[src/design/bhd_pkg.sv]
// Shared constants, types and codes of the ball hold detector.
package bhd_pkg;

  localparam int SAMPLE_BITS   = 16;
  localparam int RUN_BITS      = 8;
  localparam int ID_BITS       = 16;
  localparam int ALPHA_BITS    = 17;
  localparam int LEVEL_BITS    = 15;
  localparam int DEBOUNCE_BITS = 8;
  localparam int FRAC_BITS     = 16;

  localparam int CFG_DATA_BITS  = ALPHA_BITS;
  localparam int CFG_INDEX_BITS = 3;
  localparam int EVENT_BITS     = 2;

  // Signed product of the widened alpha and a sample, with room for the sum.
  localparam int ACC_BITS   = ALPHA_BITS + 1 + SAMPLE_BITS;
  localparam int SHIFT_BITS = ACC_BITS - FRAC_BITS;
  localparam int CMP_BITS   = (SAMPLE_BITS > LEVEL_BITS + 1) ? SAMPLE_BITS : LEVEL_BITS + 1;
  localparam int RUNCMP_BITS = (RUN_BITS > DEBOUNCE_BITS) ? RUN_BITS : DEBOUNCE_BITS;

  localparam logic [ALPHA_BITS-1:0] ALPHA_ONE = ALPHA_BITS'(1 << FRAC_BITS);
  localparam logic [RUN_BITS-1:0]   RUN_MAX   = {RUN_BITS{1'b1}};

  // Configuration register indexes.
  localparam logic [CFG_INDEX_BITS-1:0] REG_ROLLER_ID      = 3'd0;
  localparam logic [CFG_INDEX_BITS-1:0] REG_FILTER_ALPHA   = 3'd1;
  localparam logic [CFG_INDEX_BITS-1:0] REG_DETECT_LEVEL   = 3'd2;
  localparam logic [CFG_INDEX_BITS-1:0] REG_LOST_LEVEL     = 3'd3;
  localparam logic [CFG_INDEX_BITS-1:0] REG_DEBOUNCE_COUNT = 3'd4;

  // Reset values of the configuration registers.
  localparam logic [ID_BITS-1:0]       RST_ROLLER_ID      = 16'd12;
  localparam logic [ALPHA_BITS-1:0]    RST_FILTER_ALPHA   = 17'd19661;
  localparam logic [LEVEL_BITS-1:0]    RST_DETECT_LEVEL   = 15'd435;
  localparam logic [LEVEL_BITS-1:0]    RST_LOST_LEVEL     = 15'd256;
  localparam logic [DEBOUNCE_BITS-1:0] RST_DEBOUNCE_COUNT = 8'd3;

  // Hold event codes.
  localparam logic [EVENT_BITS-1:0] EV_NONE   = 2'd0;
  localparam logic [EVENT_BITS-1:0] EV_DETECT = 2'd1;
  localparam logic [EVENT_BITS-1:0] EV_LOST   = 2'd2;

  typedef struct packed {
    logic [ID_BITS-1:0]       roller_id;
    logic [ALPHA_BITS-1:0]    filter_alpha;
    logic [LEVEL_BITS-1:0]    detect_level;
    logic [LEVEL_BITS-1:0]    lost_level;
    logic [DEBOUNCE_BITS-1:0] debounce_count;
  } cfg_t;

endpackage

[src/design/bhd_cfg_regs.sv]
// Configuration register file of the ball hold detector.
module bhd_cfg_regs (
  input  logic                                clk,
  input  logic                                rst,
  input  logic                                cfg_write,
  input  logic [bhd_pkg::CFG_INDEX_BITS-1:0]  cfg_index,
  input  logic [bhd_pkg::CFG_DATA_BITS-1:0]   cfg_data,
  output bhd_pkg::cfg_t                       cfg
);

  always_ff @(posedge clk) begin
    if (rst) begin
      cfg.roller_id      <= bhd_pkg::RST_ROLLER_ID;
      cfg.filter_alpha   <= bhd_pkg::RST_FILTER_ALPHA;
      cfg.detect_level   <= bhd_pkg::RST_DETECT_LEVEL;
      cfg.lost_level     <= bhd_pkg::RST_LOST_LEVEL;
      cfg.debounce_count <= bhd_pkg::RST_DEBOUNCE_COUNT;
    end else if (cfg_write) begin
      case (cfg_index)
        bhd_pkg::REG_ROLLER_ID:
          cfg.roller_id <= cfg_data[bhd_pkg::ID_BITS-1:0];
        bhd_pkg::REG_FILTER_ALPHA:
          cfg.filter_alpha <= cfg_data[bhd_pkg::ALPHA_BITS-1:0];
        bhd_pkg::REG_DETECT_LEVEL:
          cfg.detect_level <= cfg_data[bhd_pkg::LEVEL_BITS-1:0];
        bhd_pkg::REG_LOST_LEVEL:
          cfg.lost_level <= cfg_data[bhd_pkg::LEVEL_BITS-1:0];
        bhd_pkg::REG_DEBOUNCE_COUNT:
          cfg.debounce_count <= cfg_data[bhd_pkg::DEBOUNCE_BITS-1:0];
        default: ;
      endcase
    end
  end

endmodule

[config.mk]
export PLATFORM = sky130hd
export DESIGN_NAME = bhd_cfg_regs
export DESIGN_NICKNAME = d
export VERILOG_FILES = /design/src/design/bhd_pkg.sv /design/src/design/bhd_cfg_regs.sv
export SDC_FILE = /design/constraint.sdc
export NUM_CORES = 1
export LEC_CHECK = 0
export BUFFER_PORTS_ARGS = -buffer_cell sky130_fd_sc_hd__clkbuf_2
export CAP_MARGIN = 25
export CORE_ASPECT_RATIO = 1.75
export CORE_MARGIN = 2
export CORE_UTILIZATION = 50
export DETAILED_ROUTE_END_ITERATION = 8
export PLACE_DENSITY = 0.84
export SLEW_MARGIN = 20
export SYNTH_ARGS = -nofsm -noshare
export SYNTH_HDL_FRONTEND = slang
export SYNTH_SLANG_ARGS = --single-unit
[constraint.sdc]
create_clock -name clk -period 1.4 [get_ports clk]
set_input_delay 0.07 -clock clk [delete_from_list [all_inputs] [get_ports clk]]
set_output_delay 0.07 -clock clk [all_outputs]
set_load 0.05 [all_outputs]
# Yosys cells after proc, flatten, opt, wreduce, memory -nomap -nowiden

Index checks and enable logic that the tools add are counted.

Flip-flop bits (word level): 71
Input port bits: 23
Output and inout port bits: 71
Logic and storage cells: 15

Equality and inequality tests: 4
Reductions and logical operators: 6

Operators by type and width:

| operator           | number |
|---|---|
| $reduce_and 2->1   | 5 |
| $eq 3x2->1 const B | 2 |
| $eq 3x1->1 const B | 1 |
| $eq 3x3->1 const B | 1 |
| $logic_not 3->1    | 1 |

# Longest topological paths before layout

Depth in word-level cells: 2
Depth in mapped cells: 5
Mapped depth without buffers: 2

# Worst setup path before layout

Ideal clock, no wire load.

Path type: input-to-reg
Start: input port cfg_index[1] in the netlist's numbering
End: register cfg[64] in the netlist's numbering
Library setup time: 0.121 ns
Data arrival time: 1.018 ns
Data required time: 1.279 ns
Setup slack: 0.262 ns
Cell stages on the path: 4
Buffers on the path: 2
Path through: buf_2 or4b_4 buf_6 mux2i_1

Cells in the longest elaborated chain, start to end: 2

Ends and longest elaborated chain:

| what                              | RTL line           | RTL |
|---|---|---|
| start: declaration                | bhd_cfg_regs.sv:6  | `input logic [bhd_pkg::CFG_INDEX_BITS-1:0] cfg_index,` |
| $logic_not 3->1                   | bhd_cfg_regs.sv:19 | `case (cfg_index)` |
| $reduce_and 2->1 (no source line) | -                  |  |
| end: declaration                  | bhd_cfg_regs.sv:8  | `output bhd_pkg::cfg_t cfg` |

Every way passes these cells.
A chain may end at the register's enable or synchronous reset.

# Worst setup path after layout

Start: register cfg[50] in the netlist's numbering
End: output port cfg[50] in the netlist's numbering

No word-level cell between the ends.

==> parameters.txt <==
Parameter                              Value

Final layout
  Number of diodes ... 0
  Fillers ... approximately 480
  Largest registers ... cfg x71
  Largest register FFs ... between 70 and 80
  # nets final ... between 300 and 400
  Layout area overhead ... 26.5%
  Reg with most FFs ... cfg
  Share of post-route cells with drive strength above 1 ... 0.328

GRT
  M3 GR Usage ... 0.0582
  Highest-utilization routing layer at the global route stage ... met2
  Pin count of the biggest net entering global routing ... between 100 and 150
  Global-route total usage across every layer ... 0.204
  Met1 Track Usage GR ... 0.222
  Initial antenna violation count ... 0
  Wire length of the first global-routing pass ... 9820 microns
  Met2 routing resource usage after global routing ... 0.348
  Gr ovfl total ... 0
  Via count of the first global-routing pass ... approximately 2100

STA
  Max Slew Vio Count ... 0
  Slew at the pin closest to its max-slew limit ... ~0.40 ns
  RSZ-0062 raised after global routing ... no
  Maximum achievable frequency ... 940 MHz
  Portion of the clock cycle consumed by the worst path in the final layout ... 0.760
  Post-Route Setup TNS ... 0 ns
  Period minus WS final ... around 1.1 ns
  Number of hold-slack violations in the final timing report ... 0
  Total setup violations reported at the end of the flow ... 0
  Worst-case headroom to the max-slew limit ... 0.735
  Final worst clock skew ... 0 ns

Floorplanning
  Height of the die ... 105 microns
  Horizontal die dimension ... ~61 microns
  Number of top-level pins ... 94
  Die Footprint ... about 0.0064 sq mm
  Core area ... between 0.005 and 0.006 sq mm
  Std cell rows ... 36
  Starting utilization of the core area ... 0.518

Critical path
  Worst Path Max Fanout ... 2
  CP Class ... reg -> out
  Worst Setup Start Kind ... flop
  CP bufs+invs ... 1
  Crit end category ... output pin
  Worst path top cell family by delay ... flip-flops
  Required time worst endpoint ... between 1 and 1.5 ns
  Arrival time reported for the critical path endpoint ... 0.99 ns
  Slowest-stage cell, CP ... sky130_fd_sc_hd__dfxtp_1
  Worst stage delay on the critical path ... roughly 0.37 ns
  Cells traversed along the worst timing path ... clkbuf_2

Power
  Worst supply voltage drop on vdd ... between 0.0007 and 0.0008 V
  Leakage power of the design ... about 1.8 nW
  Ratio of total power to cell area ... around 1100 mW/mm^2
  Total power ... ~0.004 W

Placed design
  Gpl congestion ... around 0.76
  HPWL after detailed placement ... between 4000 and 5000 microns
  Number of buffers added on ports ... 93

Clock network
  Post-CTS clock slew at the launch and capture registers of the worst setup and hold paths ... 0.07 ns
  TritonCTS Buffers ... 9
  CTS Root Cell ... sky130_fd_sc_hd__clkbuf_8
  Buffer count from post-CTS setup fixing ... 0
  Number of clock sinks ... 71
  Clock latency at the later pin of the worst-skew pair ... 0.33 ns
  Buffer levels on the longest clock path ... 2
  H-tree depth ... 3
  Clock tree from TritonCTS ... built

Detailed routing
  Post-detailed-routing wire length ... ~6300 microns
  1st-pass router iterations ... 5
  DRC violation total after the first TritonRoute iteration ... between 80 and 90
  Vias per Instance ... ~5
  Routed via count ... about 2200
  Post-detailed-route DRC marker count ... 0
  Antenna-violating nets left ... 0
  Wire length per cell after detailed routing ... approximately 14 microns

Logic synthesis
  Distinct cell type count of the synthesized netlist ... 13
  Avg Inst Size Synth ... approximately 11 sq um
  Post-synthesis net count ... slightly below 300
  Number of cells produced by synthesis ... 271
  Sequential element share of the synthesized area ... 0.492
  Synth Register Bits ... 71
  Count of warnings emitted by yosys ... 0
  Cell area after synthesis ... 0.00289 sq mm

Flow run
  Max-cap viol count ... 0

Outcome
  Run status ... finished, final reports clean

Worst hold path
  Worst hold path type ... in -> reg
## stage by stage
step | setup WS (ns) | cell area [sq um] | std cells | hold WS [ns] | util
floorplan | 0.262 | 2890 | 271 | 0.225 | -
global placement | 0.194 | 3460 | 427 | 0.317 | 0.620
detailed placement | 0.155 | 3460 | 427 | 0.336 | 0.620
CTS | 0.319 | 3660 | 445 | 0.00754 | 0.655
global route | 0.281 | 3660 | 445 | 0.0209 | 0.655
finish | 0.336 | 3660 | 445 | 0.0197 | 0.655
## worst register-to-register path: cells and delay by family, from the launching register on
family	cells	cell delay, ns
multiplexers	1	0.16
AND/OR/NAND/NOR	1	0.08
flip-flops	1	0.36
## layout make-up
cell class	count	area (sq um)	area share
Multi-Input combinational cell	179	1400	0.381
Clock buffer	12	155	0.0424
Timing Repair Buffer	103	571	0.156
Sequential cell	71	1420	0.389
Tap cell	76	95.1	0.0260
Clock inverter	4	20.0	0.00547
## report_power, final
part | switching (W) | total, W | internal [W]
combinational | 0.000313 | 0.000477 | 0.000164
sequential | 0.0000248 | 0.00209 | 0.00206
clock | 0.000699 | 0.00143 | 0.000728
## path summary, 6_finish.rpt
kind / startpoint / to / slack (ns) / depth (start not counted)
max: cfg[50] / cfg[50] / 0.34 / 1
min reg2reg: cfg[35] / cfg[35] / 0.48 / 2
min: cfg_data[11] / cfg[49] / 0.02 / 3
max reg2reg: cfg[65] / cfg[65] / 0.72 / 2
## per-layer routing
layer  up-vias  share of wire
met4         0          0.026
met2        62           0.53
met5         -              0
met3        13          0.044
li1       1078              -
met1      1022           0.40
## cells in the mapped netlist
| cell type | count | area share |
|---|---|---|
| sky130_fd_sc_hd__nor4bb_1 | 2 | 0.0069 |
| sky130_fd_sc_hd__nor4b_4 | 1 | 0.0082 |
| sky130_fd_sc_hd__dfxtp_1 | 71 | 0.49 |
| sky130_fd_sc_hd__clkbuf_1 | 12 | 0.016 |
| sky130_fd_sc_hd__buf_2 | 6 | 0.010 |
| sky130_fd_sc_hd__buf_6 | 2 | 0.0078 |
| sky130_fd_sc_hd__nand4b_2 | 1 | 0.0052 |
| sky130_fd_sc_hd__nand4bb_1 | 3 | 0.012 |
| sky130_fd_sc_hd__or4b_4 | 1 | 0.0048 |
| sky130_fd_sc_hd__mux2i_1 | 71 | 0.25 |
| sky130_fd_sc_hd__nor2_1 | 31 | 0.040 |
| sky130_fd_sc_hd__buf_4 | 1 | 0.0026 |
| sky130_fd_sc_hd__nand2b_1 | 69 | 0.15 |
## repair_timing
action / CTS / global route
gates resized for setup: 0 / 0
endpoints found under the hold margin: 2 / 0
hold buffers: 2 / 0
## logic make-up after synthesis
| group | Yosys count | synth area share |
|---|---|---|
| buffers and inverters | 21 | 0.0363 |
| muxes | 71 | 0.246 |
| and+or+nand+nor | 108 | 0.226 |
| DFF | 71 | 0.492 |
## cells in the final DEF, fill, tap and decap left out
| cell type | n |
|---|---|
| sky130_fd_sc_hd__buf_12 | 2 |
| sky130_fd_sc_hd__buf_4 | 6 |
| sky130_fd_sc_hd__clkbuf_1 | 1 |
| sky130_fd_sc_hd__clkbuf_2 | 93 |
| sky130_fd_sc_hd__clkbuf_8 | 11 |
| sky130_fd_sc_hd__clkinv_2 | 4 |
| sky130_fd_sc_hd__dfxtp_1 | 71 |
| sky130_fd_sc_hd__dlygate4sd3_1 | 2 |
| sky130_fd_sc_hd__mux2i_1 | 71 |
| sky130_fd_sc_hd__nand2b_1 | 69 |
| sky130_fd_sc_hd__nand4b_2 | 1 |
| sky130_fd_sc_hd__nand4bb_1 | 3 |
| sky130_fd_sc_hd__nor2_1 | 31 |
| sky130_fd_sc_hd__nor4b_4 | 1 |
| sky130_fd_sc_hd__nor4bb_4 | 2 |
| sky130_fd_sc_hd__or4b_4 | 1 |
Note: power is estimated with default switching activity, not from simulation.
