`src/design/bhd_pkg.sv`:
```
// Shared constants, types and codes of the ball hold detector.
package bhd_pkg;

  localparam int SAMPLE_BITS   = 16;
  localparam int RUN_BITS      = 8;
  localparam int ID_BITS       = 16;
  localparam int ALPHA_BITS    = 17;
  localparam int LEVEL_BITS    = 15;
  localparam int DEBOUNCE_BITS = 8;
  localparam int FRAC_BITS     = 16;

  localparam int CFG_DATA_BITS  = ALPHA_BITS;
  localparam int CFG_INDEX_BITS = 3;
  localparam int EVENT_BITS     = 2;

  // Signed product of the widened alpha and a sample, with room for the sum.
  localparam int ACC_BITS   = ALPHA_BITS + 1 + SAMPLE_BITS;
  localparam int SHIFT_BITS = ACC_BITS - FRAC_BITS;
  localparam int CMP_BITS   = (SAMPLE_BITS > LEVEL_BITS + 1) ? SAMPLE_BITS : LEVEL_BITS + 1;
  localparam int RUNCMP_BITS = (RUN_BITS > DEBOUNCE_BITS) ? RUN_BITS : DEBOUNCE_BITS;

  localparam logic [ALPHA_BITS-1:0] ALPHA_ONE = ALPHA_BITS'(1 << FRAC_BITS);
  localparam logic [RUN_BITS-1:0]   RUN_MAX   = {RUN_BITS{1'b1}};

  // Configuration register indexes.
  localparam logic [CFG_INDEX_BITS-1:0] REG_ROLLER_ID      = 3'd0;
  localparam logic [CFG_INDEX_BITS-1:0] REG_FILTER_ALPHA   = 3'd1;
  localparam logic [CFG_INDEX_BITS-1:0] REG_DETECT_LEVEL   = 3'd2;
  localparam logic [CFG_INDEX_BITS-1:0] REG_LOST_LEVEL     = 3'd3;
  localparam logic [CFG_INDEX_BITS-1:0] REG_DEBOUNCE_COUNT = 3'd4;

  // Reset values of the configuration registers.
  localparam logic [ID_BITS-1:0]       RST_ROLLER_ID      = 16'd12;
  localparam logic [ALPHA_BITS-1:0]    RST_FILTER_ALPHA   = 17'd19661;
  localparam logic [LEVEL_BITS-1:0]    RST_DETECT_LEVEL   = 15'd435;
  localparam logic [LEVEL_BITS-1:0]    RST_LOST_LEVEL     = 15'd256;
  localparam logic [DEBOUNCE_BITS-1:0] RST_DEBOUNCE_COUNT = 8'd3;

  // Hold event codes.
  localparam logic [EVENT_BITS-1:0] EV_NONE   = 2'd0;
  localparam logic [EVENT_BITS-1:0] EV_DETECT = 2'd1;
  localparam logic [EVENT_BITS-1:0] EV_LOST   = 2'd2;

  typedef struct packed {
    logic [ID_BITS-1:0]       roller_id;
    logic [ALPHA_BITS-1:0]    filter_alpha;
    logic [LEVEL_BITS-1:0]    detect_level;
    logic [LEVEL_BITS-1:0]    lost_level;
    logic [DEBOUNCE_BITS-1:0] debounce_count;
  } cfg_t;

endpackage

```
`src/design/bhd_debounce.sv`:
```
// Threshold compare, debounce run counters and the holding flag.
module bhd_debounce (
  input  logic                                   clk,
  input  logic                                   rst,
  input  logic                                   update,
  input  logic signed [bhd_pkg::SAMPLE_BITS-1:0] filt,
  input  bhd_pkg::cfg_t                          cfg,
  output logic                                   hold_next,
  output logic [bhd_pkg::EVENT_BITS-1:0]         event_next
);

  logic [bhd_pkg::RUN_BITS-1:0]         detect_run;
  logic [bhd_pkg::RUN_BITS-1:0]         lost_run;
  logic                                 hold_flag;
  logic [bhd_pkg::RUN_BITS-1:0]         detect_run_next;
  logic [bhd_pkg::RUN_BITS-1:0]         lost_run_next;
  logic signed [bhd_pkg::CMP_BITS-1:0]  filt_x;
  logic signed [bhd_pkg::CMP_BITS-1:0]  detect_x;
  logic signed [bhd_pkg::CMP_BITS-1:0]  lost_x;
  logic [bhd_pkg::RUNCMP_BITS-1:0]      need;

  always_comb begin
    filt_x   = bhd_pkg::CMP_BITS'(filt);
    detect_x = bhd_pkg::CMP_BITS'($signed({1'b0, cfg.detect_level}));
    lost_x   = bhd_pkg::CMP_BITS'($signed({1'b0, cfg.lost_level}));
    need     = bhd_pkg::RUNCMP_BITS'(cfg.debounce_count);
    detect_run_next = '0;
    lost_run_next   = '0;
    hold_next       = hold_flag;
    // The detect test wins when the two thresholds overlap.
    if (filt_x >= detect_x) begin
      detect_run_next = (detect_run == bhd_pkg::RUN_MAX) ? detect_run : detect_run + 1'b1;
      if (bhd_pkg::RUNCMP_BITS'(detect_run_next) >= need) begin
        hold_next = 1'b1;
      end
    end else if (filt_x <= lost_x) begin
      lost_run_next = (lost_run == bhd_pkg::RUN_MAX) ? lost_run : lost_run + 1'b1;
      if (bhd_pkg::RUNCMP_BITS'(lost_run_next) >= need) begin
        hold_next = 1'b0;
      end
    end
    if (hold_next == hold_flag) begin
      event_next = bhd_pkg::EV_NONE;
    end else if (hold_next) begin
      event_next = bhd_pkg::EV_DETECT;
    end else begin
      event_next = bhd_pkg::EV_LOST;
    end
  end

  always_ff @(posedge clk) begin
    if (rst) begin
      detect_run <= '0;
      lost_run   <= '0;
      hold_flag  <= 1'b0;
    end else if (update) begin
      detect_run <= detect_run_next;
      lost_run   <= lost_run_next;
      hold_flag  <= hold_next;
    end
  end

endmodule

```
`config.mk`:
```
export PLATFORM = sky130hd
export DESIGN_NAME = bhd_debounce
export DESIGN_NICKNAME = d
export VERILOG_FILES = /design/src/design/bhd_pkg.sv /design/src/design/bhd_debounce.sv
export SDC_FILE = /design/constraint.sdc
export NUM_CORES = 1
export LEC_CHECK = 0
export BUFFER_PORTS_ARGS = -buffer_cell sky130_fd_sc_hd__buf_2
export CORE_UTILIZATION = 40
export CTS_BUF_LIST = sky130_fd_sc_hd__clkbuf_4 sky130_fd_sc_hd__clkbuf_8 sky130_fd_sc_hd__clkbuf_16
export DETAILED_ROUTE_END_ITERATION = 16
export PLACE_DENSITY = 0.69
export SETUP_SLACK_MARGIN = 0.3
export SLEW_MARGIN = 15
export SYNTH_ARGS = -nofsm -noshare
export SYNTH_HDL_FRONTEND = slang
export SYNTH_SLANG_ARGS = --single-unit
```
`constraint.sdc`:
```
create_clock -name clk -period 4.4 [get_ports clk]
set_input_delay 1.1 -clock clk [delete_from_list [all_inputs] [get_ports clk]]
set_output_delay 1.1 -clock clk [all_outputs]
set_load 0.005 [all_outputs]
```
Yosys cells after proc, flatten, opt, wreduce, memory -nomap -nowiden
Cells that the tools add are included.
{"block": "totals", "reg_bits": 17, "wordCells": 23, "output_inout_bits": 3}
{"block": "classes", "mux": 11, "order_cmp": 4, "n_eq_ne": 3, "addsub": 2}
{"operator": "8-bit two-way mux", "n": 5}
{"operator": "8-bit by 1-bit adder with 8-bit output (second input constant)", "n": 2}
{"operator": "8-bit == test (second input constant)", "n": 2}
{"operator": "16-bit greater-or-equal comparator", "n": 1}
{"operator": "8-bit greater-or-equal comparator", "n": 2}
{"operator": "16-bit less-or-equal comparator", "n": 1}
{"operator": "1-bit two-way mux", "n": 4}
{"operator": "2-bit two-way mux", "n": 2}
{"operator": "1-bit == test", "n": 1}

Depth between registers and ports, before layout
Gate-level depths: netlist of run 1.
{"block": "logic_depth", "ltp_word": 8, "ltp_mapped": 14, "mapped_depth_nobuf": 13}

Worst setup path after synthesis of run 1
Ideal clock, no wire load.
{"block": "synth_timing", "kind": "input to output", "startpoint": "in cfg[24] in the netlist's numbering", "endpoint": "out event_next[0] in the netlist's numbering", "arrival_ns": 2.533, "path_buffers": 0, "path_stages": 7, "path_slack_ns": 0.767, "cell_sequence": "inv_1 -> ha_1 -> or3b_1 -> a311oi_2 -> a2111oi_2 -> o22ai_2 -> and3_1"}
{"block": "synth_between", "elab_chain_len": 4, "word_cells_on_any_way": 5, "classes_between": "order compare (1); eq/ne (1); mux (3)"}
{"item": "from (decl)", "line": "bhd_debounce.sv:7", "text": "input bhd_pkg::cfg_t cfg,"}
{"item": "16-bit greater-or-equal comparator *", "line": "bhd_debounce.sv:31", "text": "if (filt_x >= detect_x) begin"}
{"item": "1-bit two-way mux *", "line": "bhd_debounce.sv:31"}
{"item": "2-bit two-way mux or 1-bit == test (tied branches)", "line": "bhd_debounce.sv:44, bhd_debounce.sv:42"}
{"item": "2-bit two-way mux *", "line": "bhd_debounce.sv:42", "text": "if (hold_next == hold_flag) begin"}
{"item": "to (decl)", "line": "bhd_debounce.sv:9", "text": "output logic [bhd_pkg::EVENT_BITS-1:0] event_next"}
Every way passes the cells marked *; elsewhere a longest branch is shown, timed or not.

Worst setup path after layout of run 1
{"block": "layout_timing", "startpoint": "in filt[1] in the netlist's numbering", "endpoint": "out event_next[0] in the netlist's numbering"}
{"block": "layout_between", "elab_chain_len": 5, "word_cells_on_any_way": 7, "classes_between": "order compare (2); eq/ne (1); mux (4)"}
{"item": "from (decl)", "line": "bhd_debounce.sv:6", "text": "input logic signed [bhd_pkg::SAMPLE_BITS-1:0] filt,"}
{"item": "16-bit less-or-equal comparator", "line": "bhd_debounce.sv:36", "text": "end else if (filt_x <= lost_x) begin"}
{"item": "1-bit two-way mux", "line": "bhd_debounce.sv:36"}
{"item": "1-bit two-way mux *", "line": "bhd_debounce.sv:31"}
{"item": "2-bit two-way mux or 1-bit == test (tied branches)", "line": "bhd_debounce.sv:44, bhd_debounce.sv:42"}
{"item": "2-bit two-way mux *", "line": "bhd_debounce.sv:42"}
Marks and branches as above.

==> results.md, run 1 <==
* HP Class: reg -> reg
* # IOs at 93
* Hold path depth at 2
* Worst path bufs/invs at 2
* N_diodes at 0
* Netlist cell types at 40
* Worst EP arrival at 2900 ps
* FF-to-FF Start: lost_run[0]
* Compound-Gate Fraction of Synth Area at 19.40%
* Status: finished, final reports clean
* Crit end category: primary output
* GR Util All Layers at 17.50%
* Comb power frac at 32.2%
* Pre-CTS setup slack at 361.4 ps
* Global placer's final weighted congestion at 0.8198
* Crit-path cells: buf_2 > ha_1 > or3b_1 > a311oi_2 > a2111oi_4 > o22ai_4 > and3_1 > buf_2
* CP Launch Type: primary input
* WL met3 at 184 um
* #FFs+latches synth at 17
* Worst Clk Skew at 4.537 ps
* Cells after Synth at 282
* Worst-Skew Late Latency at 260 ps
* Post-Synth Simple-Gate Area at 23.34%
* Clock sink count at 17
* Seq pwr share at 37.7%
* WL/cell at 11.70 um
* Clock root buffer: clkbuf_8
* Most used cell, CP: buf_2
* Leakage at 1.319 nW
* Detailed placement HPWL at 3864 um
* DR pass1 iterations at 4
* Rel. slew slack at 69.89%
* Initial antenna violation count at 0
* Top cells by count, synth: ha_1, inv_1, a21oi_1
* DRC viols at 0
* CP peak stage delay at 370 ps
* # nets final at 478
* Mapped Avg Cell Area at 7.547 um^2
* Hold path start: lost_run[6]
* Finish-stage setup viols at 0
* Post-layout util at 50.73%
* Largest family of logic cells by synthesized area: adder cells
* Crit-path max FO at 9
* Internal Power at 0.2908 mW
* Synth async-reset ratio at 0%
* Setup ws final at 401.3 ps
* Largest net degree at the start of global routing at 30
* Cell Area, Synth at 0.002128 mm^2
* Non-filler instance count after layout at 409
* Area growth, synth to finish at 21.75%
* CP top delay family: compound AO/OA/AOI/OAI gates
* XOR/XNOR Fraction of Synth Area at 3.292%
* Post-Synth Adder-Cell Area at 28.22%
* First-pass GRT wire length at 7693 um
* Core area at 0.005107 mm^2
* Final WL at 4785 um
* Slowest CP cell: or3b_1
* Post-route ant nets at 0
* R2R depth at 11
* Worst EP required at 3300 ps
* Post-route minimum period at 3999 ps
* Switch share at 30.66%
* Reg2Reg Setup Slack at 1760 ps
* Hold path endpoint: lost_run[6]
* Top-area cell type share of the netlist area at 28.22%
* RSZ-0062 raised after global routing: true
* Synth area leader: ha_1
* Number of synthesized flops with an enable pin at 0
* Syn_nets at 420
* Max-Cap Viols at 0
* Met2 wire len at 2354 um
* Fmax at 0.2501 GHz
* Power per cell area at 161.8 mW/mm^2
* Worst VDD drop at 0.2545 mV
* Top_reg_cell synth: dfxtp_1
* Vias at 2073
* Top-count cell post-synth: ha_1
* CTS tree: built
* Crit path kind: in -> out
* Setup TNS at 0 ps
* Sequential fraction of the synthesis area at 15.99%
* Die Y at 74.95 um
* Vias in the first global route at 1929
* Clk pwr share at 30.1%
* Sw Pwr at 0.1286 mW
* Clock Tree Buf Depth at 2
* Top Metal Used: met4
* Port Buffer Count at 59
* Slew @ Worst Pin at 451.6 ps
* Cell row count at 26
* Post-synthesis mux area share at 1.058%
* Die W at 74.95 um
* Initial DRC Count at 55
* Congestion Overflow GR at 0
* Pins over their slew limit at 0
* Die area at 0.005617 mm^2
* Vias per cell at 5.068
* Clock transition at path regs at 70 ps
* Synth warn at 0
* Period Utilization, post-route at 90.88%
* Largest cells by area after synthesis: ha_1, dfxtp_1, a21oi_1
* # fillers at 505
* Met1 WL at 2189 um
* Starting density of the core at 41.67%
* Layout cells sized above 1 at 22.42%
* RR Endpoint: hold_flag
* Final hold violations at 0
* # placed instances at 405
* CTS H-tree lvls at 1
* CTS buffer count at 3
[how the worst max path moves through the flow]
| stage | from | to | slack, ps | depth (start not counted) |
|---|---|---|---|---|
| floorplan | cfg[24] | event_next[0] | 770 | 7 |
| global placement | filt[1] | event_next[0] | 380 | 8 |
| detailed placement | filt[1] | event_next[0] | 360 | 8 |
| CTS | lost_run[0] | hold_next | 310 | 12 |
| global route | detect_run[0] | hold_next | 250 | 13 |
| finish | filt[1] | event_next[0] | 400 | 8 |
[worst min-delay path, delay by kind of cell (launching register included)]
family	cells	cell delay, ps
simple gates	1	60
flops	1	310
compound gates	1	50
[metal layers]
| layer | vias to the layer above | track usage, % |
|---|---|---|
| li1 | 1109 | - |
| met1 | 917 | 20.65 |
| met2 | 41 | 32.03 |
| met3 | 6 | 3.347 |
| met4 | 0 | 5.031 |
| met5 | - | 0 |
[state kept, by name (all words and copies together), names as in the netlist]
signal and count:
hold_flag 1, detect_run 8, lost_run 8
[layout by cell type, fill, tap and decap left out, types with 2 or more instances in the layout]
cell,synthesis,final
ha_1,48,48
nor2_1,16,16
nand4_1,9,9
dfxtp_1,17,16
a211oi_1,3,3
nand2_1,13,13
inv_1,42,42
o21ai_0,6,5
o211ai_1,2,2
clkbuf_8,0,3
and2_1,2,2
a21o_1,5,5
nand2b_1,15,15
mux2_2,2,2
xnor2_1,8,7
buf_2,1,59
nor3_1,5,5
and3_1,5,5
a221oi_1,2,2
nand3_1,19,17
a21oi_1,32,32
nor2b_1,7,7
[metrics by stage]
step / power [mW] / hold slack [ps] / area [um^2]
global placement: 0.2884 / 455.2 / 2491
floorplan: 0.2439 / 445.9 / 2128
detailed placement: 0.2927 / 463.7 / 2491
finish: 0.4193 / 473.4 / 2591
CTS: 0.4228 / 474.4 / 2545
global route: 0.4521 / 499.9 / 2591
[cells by family (layout without fill, tap and decap cells)]
logic type / after synthesis / after routing
flip-flops: 17 / 17
AND/OR/NAND/NOR: 95 / 95
multiplexers: 2 / 2
buffers and inverters: 49 / 106
XOR/XNOR: 8 / 8
AO/OA/AOI/OAI: 63 / 63
adder cells (fa/ha/maj): 48 / 48
[timing repair]
item / 4_1_cts / 5_1_grt
endpoints found under the hold margin: 0 / 0
buffers inserted: 0 / 0
endpoints found under the setup margin: 2 / 3
hold buffers: 0 / 0
pin swaps: 0 / 0
gates resized for setup: 1 / 10
[power groups by stage]
stage	logic, mW	registers [mW]	clock network [mW]
2_1_floorplan	0.0831	0.161	0
3_3_place_gp	0.127	0.161	0
3_5_place_dp	0.131	0.161	0
4_1_cts	0.132	0.158	0.133
5_1_grt	0.156	0.158	0.138
6_report	0.135	0.158	0.126
[final cells by class]
| cell class | count | area (um^2) | share of cell area [%] |
|---|---|---|---|
| tap | 70 | 87.58 | 3.380 |
| timing repair buffer | 60 | 302.8 | 11.69 |
| sequential | 17 | 341.6 | 13.18 |
| clock buffer | 4 | 48.80 | 1.883 |
| inverter | 42 | 157.7 | 6.084 |
| multi-input combinational | 216 | 1653 | 63.79 |
Power figures use the tool's default switching activity.
==> inputs of run 2 (changes only) <==
Settings changed: ABC_AREA set to 1, PLACE_DENSITY 0.69 to 0.68.
==> results.md, run 2 <==
* CTS tree: built
* Worst EP required at 3300 ps
* Synth warn at 0
* #FFs+latches synth at 17
* Most frequent cells in the layout: nand2_1, inv_1, buf_2, ha_1, a21oi_1
* RR Endpoint: hold_flag
* Setup TNS at 0 ps
* Congestion Overflow GR at 0
* Die Y at 79.07 um
* # nets final at 544
* Fmax at 0.2658 GHz
* Syn_nets at 484
* Synth async-reset ratio at 0%
* Die W at 79.07 um
* Final hold violations at 0
* Vias in the first global route at 2170
* Period Utilization, post-route at 85.49%
* Core area at 0.005608 mm^2
* N_diodes at 0
* Layout cells sized above 1 at 25.68%
* Top-count cell post-synth: nand2_1
* Area growth, synth to finish at 17.80%
* Cell Area, Synth at 0.002376 mm^2
* Initial DRC Count at 112
* Top_reg_cell synth: dfxtp_1
* Starting density of the core at 42.37%
* M3 GR Usage at 2.874%
* Synth area leader: ha_1
* Gr busiest metal: met2
* CP Launch Type: primary input
* Met1 Usage GRT at 22.20%
* Worst setup path end: event_next[1]
* Top cells by count, synth: nand2_1, inv_1, ha_1
* Crit-path max FO at 9
* Top-area cell type share of the netlist area at 25.28%
* WL/cell at 11.07 um
* Post-route minimum period at 3762 ps
* CTS buffer count at 3
* Crit path kind: in -> out
* FF-to-FF Start: detect_run[1]
* Detailed placement HPWL at 4408 um
* Number of synthesized flops with an enable pin at 0
* Commonest non-fill, non-tap cell in the layout: nand2_1
* Pins over their slew limit at 0
* Max-Cap Viols at 0
* Final WL at 5279 um
* Power per cell area at 163.8 mW/mm^2
* Worst Clk Skew at 3.338 ps
* Reg2Reg Setup Slack at 1990 ps
* GR met2 Demand/Resource at 33.45%
* Largest cells by area after synthesis: ha_1, dfxtp_1, nand2_1
* # fillers at 596
* Finish-stage setup viols at 0
* Initial antenna violation count at 0
* Worst EP arrival at 2660 ps
* GR Util All Layers at 18.15%
* HP Class: reg -> reg
* Storage cell area at 341.6 um^2
* Worst-Skew Late Latency at 250 ps
* Slew @ Worst Pin at 508.4 ps
* Crit end category: primary output
* Clock transition at path regs at 70 ps
* Largest net degree at the start of global routing at 26
* Worst VDD drop at 0.1690 mV
* Port Buffer Count at 59
* Post-route ant nets at 0
* Biggest regs: detect_run: 8 flops, lost_run: 8 flops, hold_flag: 1 flops
* Status: finished, final reports clean
* Cell row count at 27
* Mapped Avg Cell Area at 6.867 um^2
* Cells after Synth at 346
* Pre-CTS setup slack at 626.2 ps
* Vias per cell at 4.878
* Clock sink count at 17
* # IOs at 93
* Clock root buffer: clkbuf_8
* Global placer's final weighted congestion at 0.8156
* Netlist cell types at 32
* R2R depth at 16
* RSZ-0062 raised after global routing: false
* DRC viols at 0
* Leakage at 1.577 nW
* Area of the multi-input gates at 0.001760 mm^2
* Setup ws final at 638.3 ps
* CTS H-tree lvls at 1
* Vias at 2327
* Sequential fraction of the synthesis area at 14.32%
* Die area at 0.006252 mm^2
* Rel. slew slack at 66.11%
* DR pass1 iterations at 4
* Setup crit start: filt[13]
* Setup bufs post-CTS at 0
* First-pass GRT wire length at 9218 um
* Clock Tree Buf Depth at 2
==> run 2: changes by cell type after synthesis, sizes merged, moves of 5 or more <==
cell / previous run / this run
a21oi: 33 / 38
and3: 5 / 0
inv: 42 / 66
nand2: 13 / 80
nand2b: 15 / 0
nand4: 9 / 17
nor2: 16 / 23
nor2b: 7 / 0
o21ai: 6 / 15
xnor2: 8 / 3
xor2: 0 / 6
==> run 2: logic make-up after synthesis <==
group           Yosys count  share of synthesized area, %
simple gates            141                         31.65
buf+inv                  74                         11.90
compound gates           57                         13.22
fa+ha+maj                48                         25.28
flops                    17                         14.32
xor+xnor                  9                         3.634
==> run 2: through the flow <==
stage / hold WS (ps) / util (%) / std cells / power, mW / cell area, um^2
2_1_floorplan: 470.2 / - / 346 / 0.2803 / 2376
3_3_place_gp: 483.5 / 48.88 / 473 / 0.3303 / 2741
3_5_place_dp: 489.4 / 48.88 / 473 / 0.3356 / 2741
4_1_cts: 500.5 / 49.75 / 477 / 0.4642 / 2790
5_1_grt: 543.1 / 49.91 / 477 / 0.4976 / 2799
6_report: 499.2 / 49.91 / 477 / 0.4584 / 2799
==> run 2: worst max-delay path, stage by stage <==
cell and delay (ps):
buf_2 110, ha_1 310, nand2_1 80, clkinv_1 50, o21ai_1 130, nand2_1 90, a21oi_2 120, nand2_2 70
nand2_4 140, nand2_8 120, nand2_4 90, nand3_1 80, inv_1 60, buf_2 100
==> run 2: area by class of cell <==
class                      count  share of cell area, %
inverter                      70                  9.388
sequential                    17                  12.20
tap                           72                  3.219
multi-input combinational    255                  62.90
timing repair buffer          59                  10.55
clock buffer                   4                  1.743
==> run 2: worst min-delay path by stage <==
| stage | from | end | slack [ps] | cells after the start |
|---|---|---|---|---|
| 2_1_floorplan | detect_run[4] | detect_run[4] | 470 | 2 |
| 3_3_place_gp | detect_run[4] | detect_run[4] | 480 | 2 |
| 3_5_place_dp | detect_run[4] | detect_run[4] | 490 | 2 |
| 4_1_cts | detect_run[4] | detect_run[4] | 500 | 2 |
| 5_1_grt | detect_run[3] | detect_run[3] | 540 | 2 |
| 6_report | detect_run[4] | detect_run[4] | 500 | 2 |
==> run 2: timing repair <==
action,4_1_cts,5_1_grt
endpoints found under the setup margin,0,2
gates resized for setup,0,3
hold buffers,0,0
==> run 2: routing by layer <==
| layer | share of wire, % | vias to the layer above |
|---|---|---|
| met5 | 0 | - |
| met4 | 0.83 | 0 |
| met3 | 3.2 | 6 |
| li1 | - | 1253 |
| met2 | 49 | 34 |
| met1 | 47 | 1034 |
==> run 2: power by group <==
group / internal [mW] / switching (mW) / total [mW]
Combinational: 0.0714 / 0.0929 / 0.164
Sequential: 0.160 / 0.00710 / 0.167
Clock: 0.0705 / 0.0568 / 0.127
